File: config.mk
export PLATFORM = sky130hd
export DESIGN_NAME = bmhq_cell
export DESIGN_NICKNAME = d
export VERILOG_FILES = /design/src/rtl/binary_min_heap_queue_assert.svh /design/src/rtl/bmhq_pkg.sv /design/src/rtl/bmhq_cell.sv
export SDC_FILE = /design/constraint.sdc
export NUM_CORES = 1
export LEC_CHECK = 0
export BUFFER_PORTS_ARGS = -buffer_cell sky130_fd_sc_hd__buf_4
export CAP_MARGIN = 20
export CORE_MARGIN = 4
export CORE_UTILIZATION = 48
export DETAILED_ROUTE_END_ITERATION = 16
export GPL_TIMING_DRIVEN = 0
export PLACE_DENSITY = 0.86
export SKIP_CTS_REPAIR_TIMING = 1
export SYNTH_ARGS = -nofsm -noshare
export SYNTH_HDL_FRONTEND = slang
export SYNTH_SLANG_ARGS = --single-unit
File: constraint.sdc
create_clock -name clock -period 6.28 [get_ports clock]
set_input_delay 1.256 -clock clock [delete_from_list [all_inputs] [get_ports clock]]
set_output_delay 1.256 -clock clock [all_outputs]
set_load 0.01 [all_outputs]
File: src/rtl/binary_min_heap_queue_assert.svh
// Assertion macros for the priority queue RTL.
`ifndef BINARY_MIN_HEAP_QUEUE_ASSERT_SVH
`define BINARY_MIN_HEAP_QUEUE_ASSERT_SVH
`ifndef SYNTHESIS
// Check a property on the rising clock edge, skipped while reset is high.
`define BMHQ_ASSERT(label, clk, rst, prop, msg) \
   label: assert property (@(posedge clk) disable iff (rst) prop) else $error(msg);
// Check a property on the rising clock edge, reset included.
`define BMHQ_ASSERT_ALWAYS(label, clk, prop, msg) \
   label: assert property (@(posedge clk) prop) else $error(msg);
`else
`define BMHQ_ASSERT(label, clk, rst, prop, msg)
`define BMHQ_ASSERT_ALWAYS(label, clk, prop, msg)
`endif
`endif

File: src/rtl/bmhq_pkg.sv
// Shared types and codes of the priority queue.
package bmhq_pkg;

   localparam int KEY_W = 32;
   localparam int FILL_W = 8;
   localparam int STATUS_W = 2;

   localparam logic ACT_INSERT = 1'b0;
   localparam logic ACT_EXTRACT = 1'b1;

   localparam logic [STATUS_W-1:0] ST_OK = 2'd0;
   localparam logic [STATUS_W-1:0] ST_EMPTY = 2'd1;
   localparam logic [STATUS_W-1:0] ST_FULL = 2'd2;

   typedef struct packed {
      logic                    action;
      logic signed [KEY_W-1:0] key_in;
   } req_type;

   typedef struct packed {
      logic signed [KEY_W-1:0] min_out;
      logic [STATUS_W-1:0]     status;
      logic [FILL_W-1:0]       fill_count;
   } rsp_type;

   // Broadcast from the controller to every cell.
   typedef struct packed {
      logic                    insert;
      logic                    extract;
      logic signed [KEY_W-1:0] key;
   } ctrl_type;

endpackage

File: src/rtl/bmhq_cell.sv
// One cell of the sorted key chain: holds one key and trades with its neighbors.
module bmhq_cell #(
   parameter int INDEX = 0,
   parameter int CNT_W = 8
) (
   input  logic                             clock,
   input  bmhq_pkg::ctrl_type               ctrl,
   input  logic [CNT_W-1:0]                 count,
   input  logic signed [bmhq_pkg::KEY_W-1:0] left_val,
   input  logic                             left_gt,
   input  logic signed [bmhq_pkg::KEY_W-1:0] right_val,
   output logic signed [bmhq_pkg::KEY_W-1:0] val,
   output logic                             gt
);

   logic signed [bmhq_pkg::KEY_W-1:0] val_ff;
   logic signed [bmhq_pkg::KEY_W-1:0] val_in;
   logic                              occupied;

   assign occupied = (count > CNT_W'(INDEX));
   // An empty slot counts as larger than any key.
   assign gt = !occupied || (val_ff > ctrl.key);
   assign val = val_ff;

   always_comb begin
      val_in = val_ff;
      if (ctrl.insert) begin
         if (gt) begin
            val_in = left_gt ? left_val : ctrl.key;
         end
      end else if (ctrl.extract) begin
         val_in = right_val;
      end
   end

   always_ff @(posedge clock) begin
      val_ff <= val_in;
   end

endmodule

# After elaboration in Yosys (flattened, before gate mapping)
# Index checks and enable logic that the tools add are counted.
dict set report word_totals {
  regBits 32
  latch_bits 0
  ram_bits 0
  romBits 0
  inputBits 108
  out_inout_bits 33
  wordCells 12
  mem_count 0
}
dict set report op_classes {
  add_sub_neg 0
  mul 0
  div 0
  n_lt_le_gt_ge 2
  eq_ne 1
  shift 0
  mux 4
  bitwise 0
  reduce_logical 4
}
# op count
set op_table {}
lappend op_table {{32-bit two-way mux} 4}
lappend op_table {{32-bit > comparator} 1}
lappend op_table {{8-bit by 1-bit > comparator with 1-bit output, second input constant} 1}
lappend op_table {{2-bit by 1-bit != test with 1-bit output, second input constant} 1}
lappend op_table {{2-bit AND reduction} 1}
lappend op_table {{2-bit nonzero test} 1}
lappend op_table {{1-bit logical NOT} 1}
lappend op_table {{1-bit logical OR} 1}

# Longest topological paths before layout
# Gate-level depths: netlist (run 1).
dict set report logic_depth {
  depth_word 5
  depth_mapped 8
  ltp_nobuf 8
}

# Worst setup path after synthesis (run 1)
# Ideal clock, no wire load.
dict set report synth_path {
  kind {input -> register}
  from {in ctrl[14] (netlist name)}
  to {reg val_ff, in the netlist val[0], enable pin}
  setup_time_ns 0.425
  arrival_ns 3.817
  required_ns 5.855
  slack_ns 2.038
  stages 7
  n_path_buf 0
  cell_sequence {inv_1 ha_1 nand4_2 nor4_2 a211oi_1 o211a_1 o21ai_1}
}
dict set report synth_via {
  elab_chain_len 4
}
# element line
set synth_rtl {}
lappend synth_rtl {{start: declaration} bmhq_cell.sv:7} ;# input bmhq_pkg::ctrl_type ctrl,
lappend synth_rtl {{32-bit > comparator} bmhq_cell.sv:22} ;# assign gt = !occupied || (val_ff > ctrl.key);
lappend synth_rtl {{1-bit logical OR} bmhq_cell.sv:22}
lappend synth_rtl {{2-bit by 1-bit != test with 1-bit output (no source line)} n/a}
lappend synth_rtl {{2-bit AND reduction (no source line)} n/a}
lappend synth_rtl {{end signal: assignment} bmhq_cell.sv:37} ;# val_ff <= val_in;
lappend synth_rtl {{end: declaration} bmhq_cell.sv:16} ;# logic signed [bmhq_pkg::KEY_W-1:0] val_ff;
# No other way between the ends.
# A chain may end at the register's enable or synchronous reset.

# Worst setup path in the final report (run 1)
dict set report layout_path {
  from {in ctrl[14] (netlist name)}
  to {out gt}
}
dict set report layout_via {
  elab_chain_len 2
}
# element line
set layout_rtl {}
lappend layout_rtl {{32-bit > comparator} bmhq_cell.sv:22}
lappend layout_rtl {{1-bit logical OR} bmhq_cell.sv:22}
lappend layout_rtl {{end: declaration} bmhq_cell.sv:13} ;# output logic gt
# No other way between the ends.

==> results.txt, run 1 <==
The flow ran to the end, and the final reports show no timing, DRC or antenna violations. The mapped cell area is ~0.0025 mm2. Setup violations remaining at the end of the flow were counted as 0. The final critical-path share of the clock period came out at roughly 68%. The area fraction of the dominant cell type after synthesis is just under 40%. The placement row count is 25. The count of max-cap constraint violations came out at 0.

After synthesis, the mean cell area works out to between 9 and 10 um2. The stage delay of the slowest cell on the critical path came out at slightly below 400 ps. The worst setup skew after layout is around 9.6 ps.

The cell depth of the worst hold path is 5. Setup repair after global routing left no endpoint under its margin. The number of cells traversed by the worst register-to-register path came out at 7. The worst setup path is captured at a primary output.

The via count normalized by instance count came out at 5.21. The post-CTS clock slew at the launch and capture registers of the worst setup and hold paths is about 70 ps. The gate count of the mapped netlist is around 260. Wires add up to roughly 7300 um. The relative area change from synthesis to final layout is 49.6%. The wire length of the first global-routing pass came out at roughly 11,000 um. Summed over all instances, the cell type with the most area after synthesis is sky130_fd_sc_hd__edfxtp_1. For the pin with the worst max-slew slack, the measured transition is roughly 550 ps.

The number of antenna diodes in the final layout is 0. The tree is rooted in a sky130_fd_sc_hd__clkbuf_8. The top-level I/O count is about 140. For hold timing, the worst endpoint is val[14]$_DFFE_PP_.

Hold timing on the final database bottoms out at a slack of 1270 ps. The die area is about 0.0064 mm2. Walking the worst path, the cells encountered are buf_4, inv_1, ha_1, nand4_2, nor4_2, a211oi_1, o211a_1, o21ai_1, buf_4. The initial core utilization is between 50% and 60%.

At the end of the flow, the number of nets in the layout was 549. Of the total power, the share spent switching nets is 30.6%. The half-perimeter wire length of the detailed placement result came out at approximately 6000 um. The count of unresolved DRC violations after routing is 0. The number of flip-flops in the largest register is 32. From bottom edge to top edge, the die measures roughly 80 um. The largest net degree at the start of global routing is 21. In this run the worst setup path begins at ctrl[14]. The number of non-filler instances in the completed layout is approximately 480. The final number of hold-violating endpoints is 0. For this run, the leading register cell type out of synthesis is sky130_fd_sc_hd__edfxtp_1. The clock group share of total power came out at a little over a fifth. The worst path buffer plus inverter count is 3. The H-tree depth is 2. Once detail routing completed, the nets flagged for antenna violations numbered 0. At the end of routability-driven placement, the weighted congestion stood at about 0.8. The number of flops mapped to enable cells by yosys came out at 32.

The net switching power figure is about 0.21 mW. The post-route worst setup slack is between 2000 and 2500 ps. The fraction of layout cells with a size suffix above 1 is 37.2%.

The CTS buffer count is 5. The final-report max-slew violation count is 0. Combinational cells account for between 30% and 40% of the total power. The sequential fraction of the synthesis area is between 30 and 40%. Counting every sink on the clock net gives 32.

The worst slack at placement is 2040 ps. The final-layout setup total negative slack came out at 0 ps. The detailed-route wire length per cell is 15.3 um. The most repeated library cell on the critical path is sky130_fd_sc_hd__buf_4. The via count came out at 2,482. For this run, the detailed router's first-pass iteration total came to 4. The critical path is of the primary input to primary output type. The number of antenna violations at the first check in global routing was 0. Measured against its own limit, the worst slew margin works out to a little over three fifths. The internal power of the cells totals approximately 0.47 mW. The number of nets in the synthesized netlist is a little over 400. The via count of the first global-routing pass is about 2,600.

The min-delay analysis places its worst path in the category register to register. Setup slack on the worst reg-to-reg path comes out at between 3000 and 4000 ps. The endpoint identified for the worst register-to-register timing path is val[26]$_DFFE_PP_. The largest buffer count on any clock path came out at 2.

The number of instances in the placed design is ~470. The worst-path maximum fanout is 3. The clock network latency to the later pin of the worst-skew pair came out at approximately 280 ps. The startpoint identified for the worst register-to-register timing path is val[14]$_DFFE_PP_. The async set-reset flop share out of synthesis is 0%. The area of the placeable core came out at around 0.005 mm2. The cell area power density came out at about 180 mW/mm2. For the finished layout, the period the worst path requires is approximately 4200 ps. Power comes to ~0.68 mW. Broken down by cell family, the worst path's largest delay share belongs to compound AO/OA/AOI/OAI gates. The starting DRC count in detailed routing is 43. TritonCTS built the clock tree. At the worst endpoint, the arrival time is 2990 ps. Ranked by total cell area, the synthesized netlist is headed by sky130_fd_sc_hd__edfxtp_1, sky130_fd_sc_hd__ha_1, sky130_fd_sc_hd__mux2i_1.

During placement, the flow inserted port buffers numbering ~140. Synthesis inferred 32 register bits. The worst path required time is roughly 5000 ps. The Yosys step of the flow raised 0 warnings. The critical hold path startpoint is val[2]$_DFFE_PP_. The sequential group share of total power is a little over two fifths. The combined global-route utilization of all metal layers came out at between 20% and 30%. The largest individual stage delay along the critical path comes from the cell sky130_fd_sc_hd__nor4_2. The total congestion overflow after global routing is 0. After filler insertion, the fill cell instance count of the layout stands at ~380. The worst setup path is launched from a primary input. The maximum VDD drop came out at about 0.13 mV. The count of distinct cell types in the synthesized netlist is 27. The die is approximately 80 um wide.

The cell leakage power is 1.89 nW. The achievable frequency is around 0.24 GHz.
power groups by stage:
stage               sequential (mW)  clock [mW]  combinational (mW)
floorplan                     0.300           0               0.106
global placement              0.288           0               0.234
detailed placement            0.288           0               0.249
CTS                           0.283       0.151               0.250
global route                  0.286       0.160               0.276
finish                        0.283       0.149               0.249
logic make-up after synthesis:
| logic type | share of synthesized area [%] |
|---|---|
| flip-flops | 38.6 |
| adder cells (fa/ha/maj) | 16.1 |
| AND/OR/NAND/NOR | 11.5 |
| AO/OA/AOI/OAI | 14.1 |
| buffers and inverters | 6.93 |
| multiplexers | 12.9 |
per-stage QoR:
stage | util (%) | area (um2)
2_1_floorplan | - | 2490
3_5_place_dp | 74.8 | 3650
5_1_grt | 76.4 | 3730
3_3_place_gp | 74.0 | 3610
6_report | 76.4 | 3730
4_1_cts | 76.4 | 3730
tightest hold or removal path: stages (launching register included):
cell and delay, ps:
sky130_fd_sc_hd__edfxtp_1 360, sky130_fd_sc_hd__ha_1 140, sky130_fd_sc_hd__and4_1 160, sky130_fd_sc_hd__nand3_1 100, sky130_fd_sc_hd__nand3_1 140, sky130_fd_sc_hd__o21ai_4 170
cells in the final DEF (no fill, tap or decap):
master                      Yosys  layout
sky130_fd_sc_hd__or2_1          1       1
sky130_fd_sc_hd__clkbuf_8       0       5
sky130_fd_sc_hd__and4_1         1       1
sky130_fd_sc_hd__buf_4          0     138
sky130_fd_sc_hd__edfxtp_1      32      32
sky130_fd_sc_hd__buf_16         0       1
sky130_fd_sc_hd__nor4_1         2       2
sky130_fd_sc_hd__nand4_2        1       1
sky130_fd_sc_hd__o21ai_0        4       4
sky130_fd_sc_hd__o211a_1        2       2
sky130_fd_sc_hd__inv_1         34      34
sky130_fd_sc_hd__nand3_1        5       5
sky130_fd_sc_hd__buf_1          2       2
sky130_fd_sc_hd__o21ai_4        0       1
sky130_fd_sc_hd__a211oi_1       2       2
sky130_fd_sc_hd__ha_1          32      32
sky130_fd_sc_hd__a2111oi_2      1       1
sky130_fd_sc_hd__nor2_1        34      34
sky130_fd_sc_hd__o221ai_1       1       1
sky130_fd_sc_hd__mux2i_1       32      32
sky130_fd_sc_hd__nand2_1        8       8
sky130_fd_sc_hd__o31ai_1        1       1
sky130_fd_sc_hd__o21ai_1        2       1
sky130_fd_sc_hd__o21a_1         1       1
sky130_fd_sc_hd__buf_2          3       3
sky130_fd_sc_hd__nand4_1        5       5
sky130_fd_sc_hd__clkbuf_1       6       6
sky130_fd_sc_hd__a21o_1         3       3
sky130_fd_sc_hd__nand2b_1       1       1
sky130_fd_sc_hd__nor4_2         2       2
sky130_fd_sc_hd__a21oi_1       45      45
sky130_fd_sc_hd__clkinv_1       0       2
Yosys cell counts, types with 3 or more instances:
| library cell | count |
|---|---|
| sky130_fd_sc_hd__a21o_1 | 3 |
| sky130_fd_sc_hd__a21oi_1 | 45 |
| sky130_fd_sc_hd__buf_2 | 3 |
| sky130_fd_sc_hd__clkbuf_1 | 6 |
| sky130_fd_sc_hd__edfxtp_1 | 32 |
| sky130_fd_sc_hd__ha_1 | 32 |
| sky130_fd_sc_hd__inv_1 | 34 |
| sky130_fd_sc_hd__mux2i_1 | 32 |
| sky130_fd_sc_hd__nand2_1 | 8 |
| sky130_fd_sc_hd__nand3_1 | 5 |
| sky130_fd_sc_hd__nand4_1 | 5 |
| sky130_fd_sc_hd__nor2_1 | 34 |
| sky130_fd_sc_hd__o21ai_0 | 4 |
cell type report:
type | count | area, um2 | area share, %
Clock buffer | 5 | 68.8 | 1.85
Tap cell | 67 | 83.8 | 2.25
Timing Repair Buffer | 139 | 1060 | 28.5
Clock inverter | 2 | 7.51 | 0.201
Multi-Input combinational cell | 186 | 1370 | 36.7
Buffer | 11 | 45.0 | 1.21
Inverter | 34 | 128 | 3.43
Sequential cell | 32 | 961 | 25.8
how the worst max path moves through the flow:
| stage | cells past startpoint | endpoint | slack [ps] |
|---|---|---|---|
| global placement | 8 | val[27]$_DFFE_PP_ | 1110 |
| finish | 9 | gt | 2040 |
| CTS | 9 | gt | 2030 |
| floorplan | 7 | val[0]$_DFFE_PP_ | 2040 |
| detailed placement | 9 | gt | 2040 |
| global route | 9 | gt | 1970 |
layer usage:
layer  vias to the layer above  wire length (um)  track usage (%)
li1                       1239                 -                -
met5                         -                 0                0
met1                      1151              2860             26.0
met3                         9               462             5.53
met2                        83              3870             42.8
met4                         0                70             6.42
Note: power is estimated with default switching activity, not from simulation.
==> run 2: changes to the inputs <==
- CORE_UTILIZATION: 48 -> 41
- PLACE_DENSITY: 0.86 -> 0.78
- clock period: 6.28 -> 3.75 ns (I/O delays scaled with it)
==> results.txt, run 2 (synthesized netlist as in run 1, its figures left out) <==
The start-to-end type of the worst setup path is primary input to primary output. In this run the count of I/O pins placed on the die edge is 141. Sequential cells account for a little over 40% of the total power. Once the floorplan was initialized, standard cells occupied between 40% and 50% of the core. The most common library cell in the layout ignoring fill and taps is sky130_fd_sc_hd__buf_4. The worst setup skew after layout is approximately 9.3 ps. Net switching is 30.3% of the power. Walking the worst path, the cells encountered are buf_4, inv_1, ha_1, nand4_2, nor4_2, a211oi_1, o211a_1, o21ai_1, buf_4. In this design, the stage delay of the slowest critical-path cell is between 300 and 400 ps. For the pin with the worst max-slew slack, the measured transition is between 500 and 600 ps. TritonCTS built the clock tree. The final hold slack came out at around 780 ps. Of the total power, combinational logic draws a little over a third. The routability congestion estimate came out at roughly 0.76. The starting DRC count in detailed routing is 59.

The final non-filler cell area came out at roughly 0.0037 mm2. Relative to the synthesized area, the layout overhead comes to 50.1%. In this run the tightest slew margin relative to its limit is ~60%.

The half-perimeter wire length of the detailed placement result came out at about 6000 um. The final-report max-slew violation count is 0. For met2 alone, demand over resource in global routing was 34.2%. The worst path required time came out at about 3000 ps. The worst slack at placement is a little over 500 ps. The worst setup path is captured at a primary output. After layout, the worst setup slack is around 540 ps.

The tightest min-delay check is of the primary input to register type. The area of the placeable core is 0.00592 mm2. The final number of hold-violating endpoints was 0. The final critical-path share of the clock period came out at between 80 and 90%. The post-CTS clock slew at the launch and capture registers of the worst setup and hold paths is about 70 ps. The count of max-cap constraint violations is 0.

The fraction of layout cells with a size suffix above 1 came out at 37.1%. The worst-path maximum fanout came out at 3. The final-report setup violation count is 0. The final antenna diode count came out at 0.

The arrival time of data at the critical path endpoint is 2460 ps. The floorplan step defined a die boundary enclosing 0.00739 mm2. The die height came out at about 86 um. Clock tree synthesis inserted a total of 5 buffers. Wires add up to approximately 7300 um. The top cell types in the final layout, fill and taps aside, are sky130_fd_sc_hd__buf_4, sky130_fd_sc_hd__a21oi_1, sky130_fd_sc_hd__inv_1, sky130_fd_sc_hd__nor2_1. The largest net degree at the start of global routing is 19. In this run the static leakage power is approximately 1.9 nW.

The routed layout has between 2,000 and 2,500 vias. The post-layout total power came out at 1.15 mW. Grouping stages by cell kind, the critical path spends the most delay in compound AO/OA/AOI/OAI gates.

The number of iterations in the first detailed-routing pass came out at 4. After detailed routing, the average wire length per cell comes to around 15 um. The filler cell count came out at roughly 500.

The library cell contributing the largest single delay on the critical path is sky130_fd_sc_hd__nor4_2. Setup repair after global routing left no endpoint under its margin. The initialized floorplan defines 28 standard-cell rows.

The final critical delay including setup and external delays came out at roughly 3200 ps. The internal power came out at between 0.7 and 0.8 mW. The clock network latency to the later pin of the worst-skew pair is around 280 ps. The maximum VDD drop came out at 0.185 mV.

The clock group share of total power is 22.4%. The kind of start point of the critical path is a primary input. The clock drives 32 sinks. The number of antenna violations at the first check in global routing is 0.

The via count normalized by instance count is around 5.0. The count of unresolved DRC violations after routing is 0. The net switching power figure is ~0.35 mW. The post-placement cell area is 0.00366 mm2. Based on the critical path, the design can be clocked at up to slightly above 0.3 GHz. The via count of the first global-routing pass is around 2,500.

The final net count came out at 549. Together, buffers and inverters on the worst path number 3. The wire length of the first global-routing pass is roughly 11,000 um.

The met1 global-route usage is 23.0%. The setup slack of the worst register-to-register path is 970 ps. In this design, the critical path's most frequently occurring cell is sky130_fd_sc_hd__buf_4.

The run finished with clean final reports. The cell area power density is between 300 and 400 mW/mm2. The total congestion overflow after global routing came out at 0. The global-route track usage on met3 came out at roughly 4.1%. Once detail routing completed, the nets flagged for antenna violations numbered 0.

The number of flip-flops in the largest register is 32. The count of buffers from port buffering is about 140. Adding up every negative setup slack in the final design gives 0 ps. The H-tree depth is 2. The most crowded layer after global routing is met2. The die width is about 86 um.

The combined global-route utilization of all metal layers came out at 19.3%. The largest buffer count on any clock path is 2. The tree is rooted in a sky130_fd_sc_hd__clkbuf_8.
run 2: cell types whose count changed in the layout (fill, tap and decap cells not counted):
| cell | delta |
|---|---|
| sky130_fd_sc_hd__clkbuf_1 | +2 |
| sky130_fd_sc_hd__clkinv_1 | -1 |
run 2: per-layer routing:
layer	routed length (um)	vias to the layer above
li1	-	1238
met3	578	13
met2	3600	104
met1	2960	1083
met4	151	0
met5	0	-
run 2: area by class of cell:
type	count	area, um2	area share [%]
Multi-Input combinational cell	186	1370	36.6
Inverter	34	128	3.41
Clock buffer	7	76.3	2.04
Buffer	11	45.0	1.20
Clock inverter	1	3.75	0.100
Sequential cell	32	961	25.7
Timing Repair Buffer	139	1060	28.4
Tap cell	75	93.8	2.51
run 2: power groups by stage:
| stage | Clock [mW] | Sequential (mW) | Combinational [mW] |
|---|---|---|---|
| detailed placement | 0 | 0.483 | 0.418 |
| global placement | 0 | 0.484 | 0.397 |
| finish | 0.256 | 0.475 | 0.414 |
| global route | 0.279 | 0.480 | 0.461 |
| CTS | 0.263 | 0.475 | 0.420 |
| floorplan | 0 | 0.502 | 0.178 |
run 2: worst paths after layout:
check,startpoint,end,cells after the start
worst min register to register,val[2]$_DFFE_PP_,val[3]$_DFFE_PP_,5
worst max-delay path,ctrl[15],gt,9
worst min-delay path,right_val[30],val[30]$_DFFE_PP_,3
worst max register to register,val[13]$_DFFE_PP_,val[8]$_DFFE_PP_,7
run 2: through the flow:
stage / utilization, % / cells
2_1_floorplan: - / 263
3_3_place_gp: 61.2 / 476
3_5_place_dp: 61.8 / 477
4_1_cts: 63.2 / 485
5_1_grt: 63.2 / 485
6_report: 63.2 / 485
run 2: worst reg2reg max path: stages, from the launching register on:
cell	delay (ps)
sky130_fd_sc_hd__edfxtp_1	420
sky130_fd_sc_hd__ha_1	330
sky130_fd_sc_hd__nand4_2	150
sky130_fd_sc_hd__nor4_2	380
sky130_fd_sc_hd__a211oi_1	160
sky130_fd_sc_hd__o211a_1	300
sky130_fd_sc_hd__o21ai_4	520
sky130_fd_sc_hd__buf_16	240
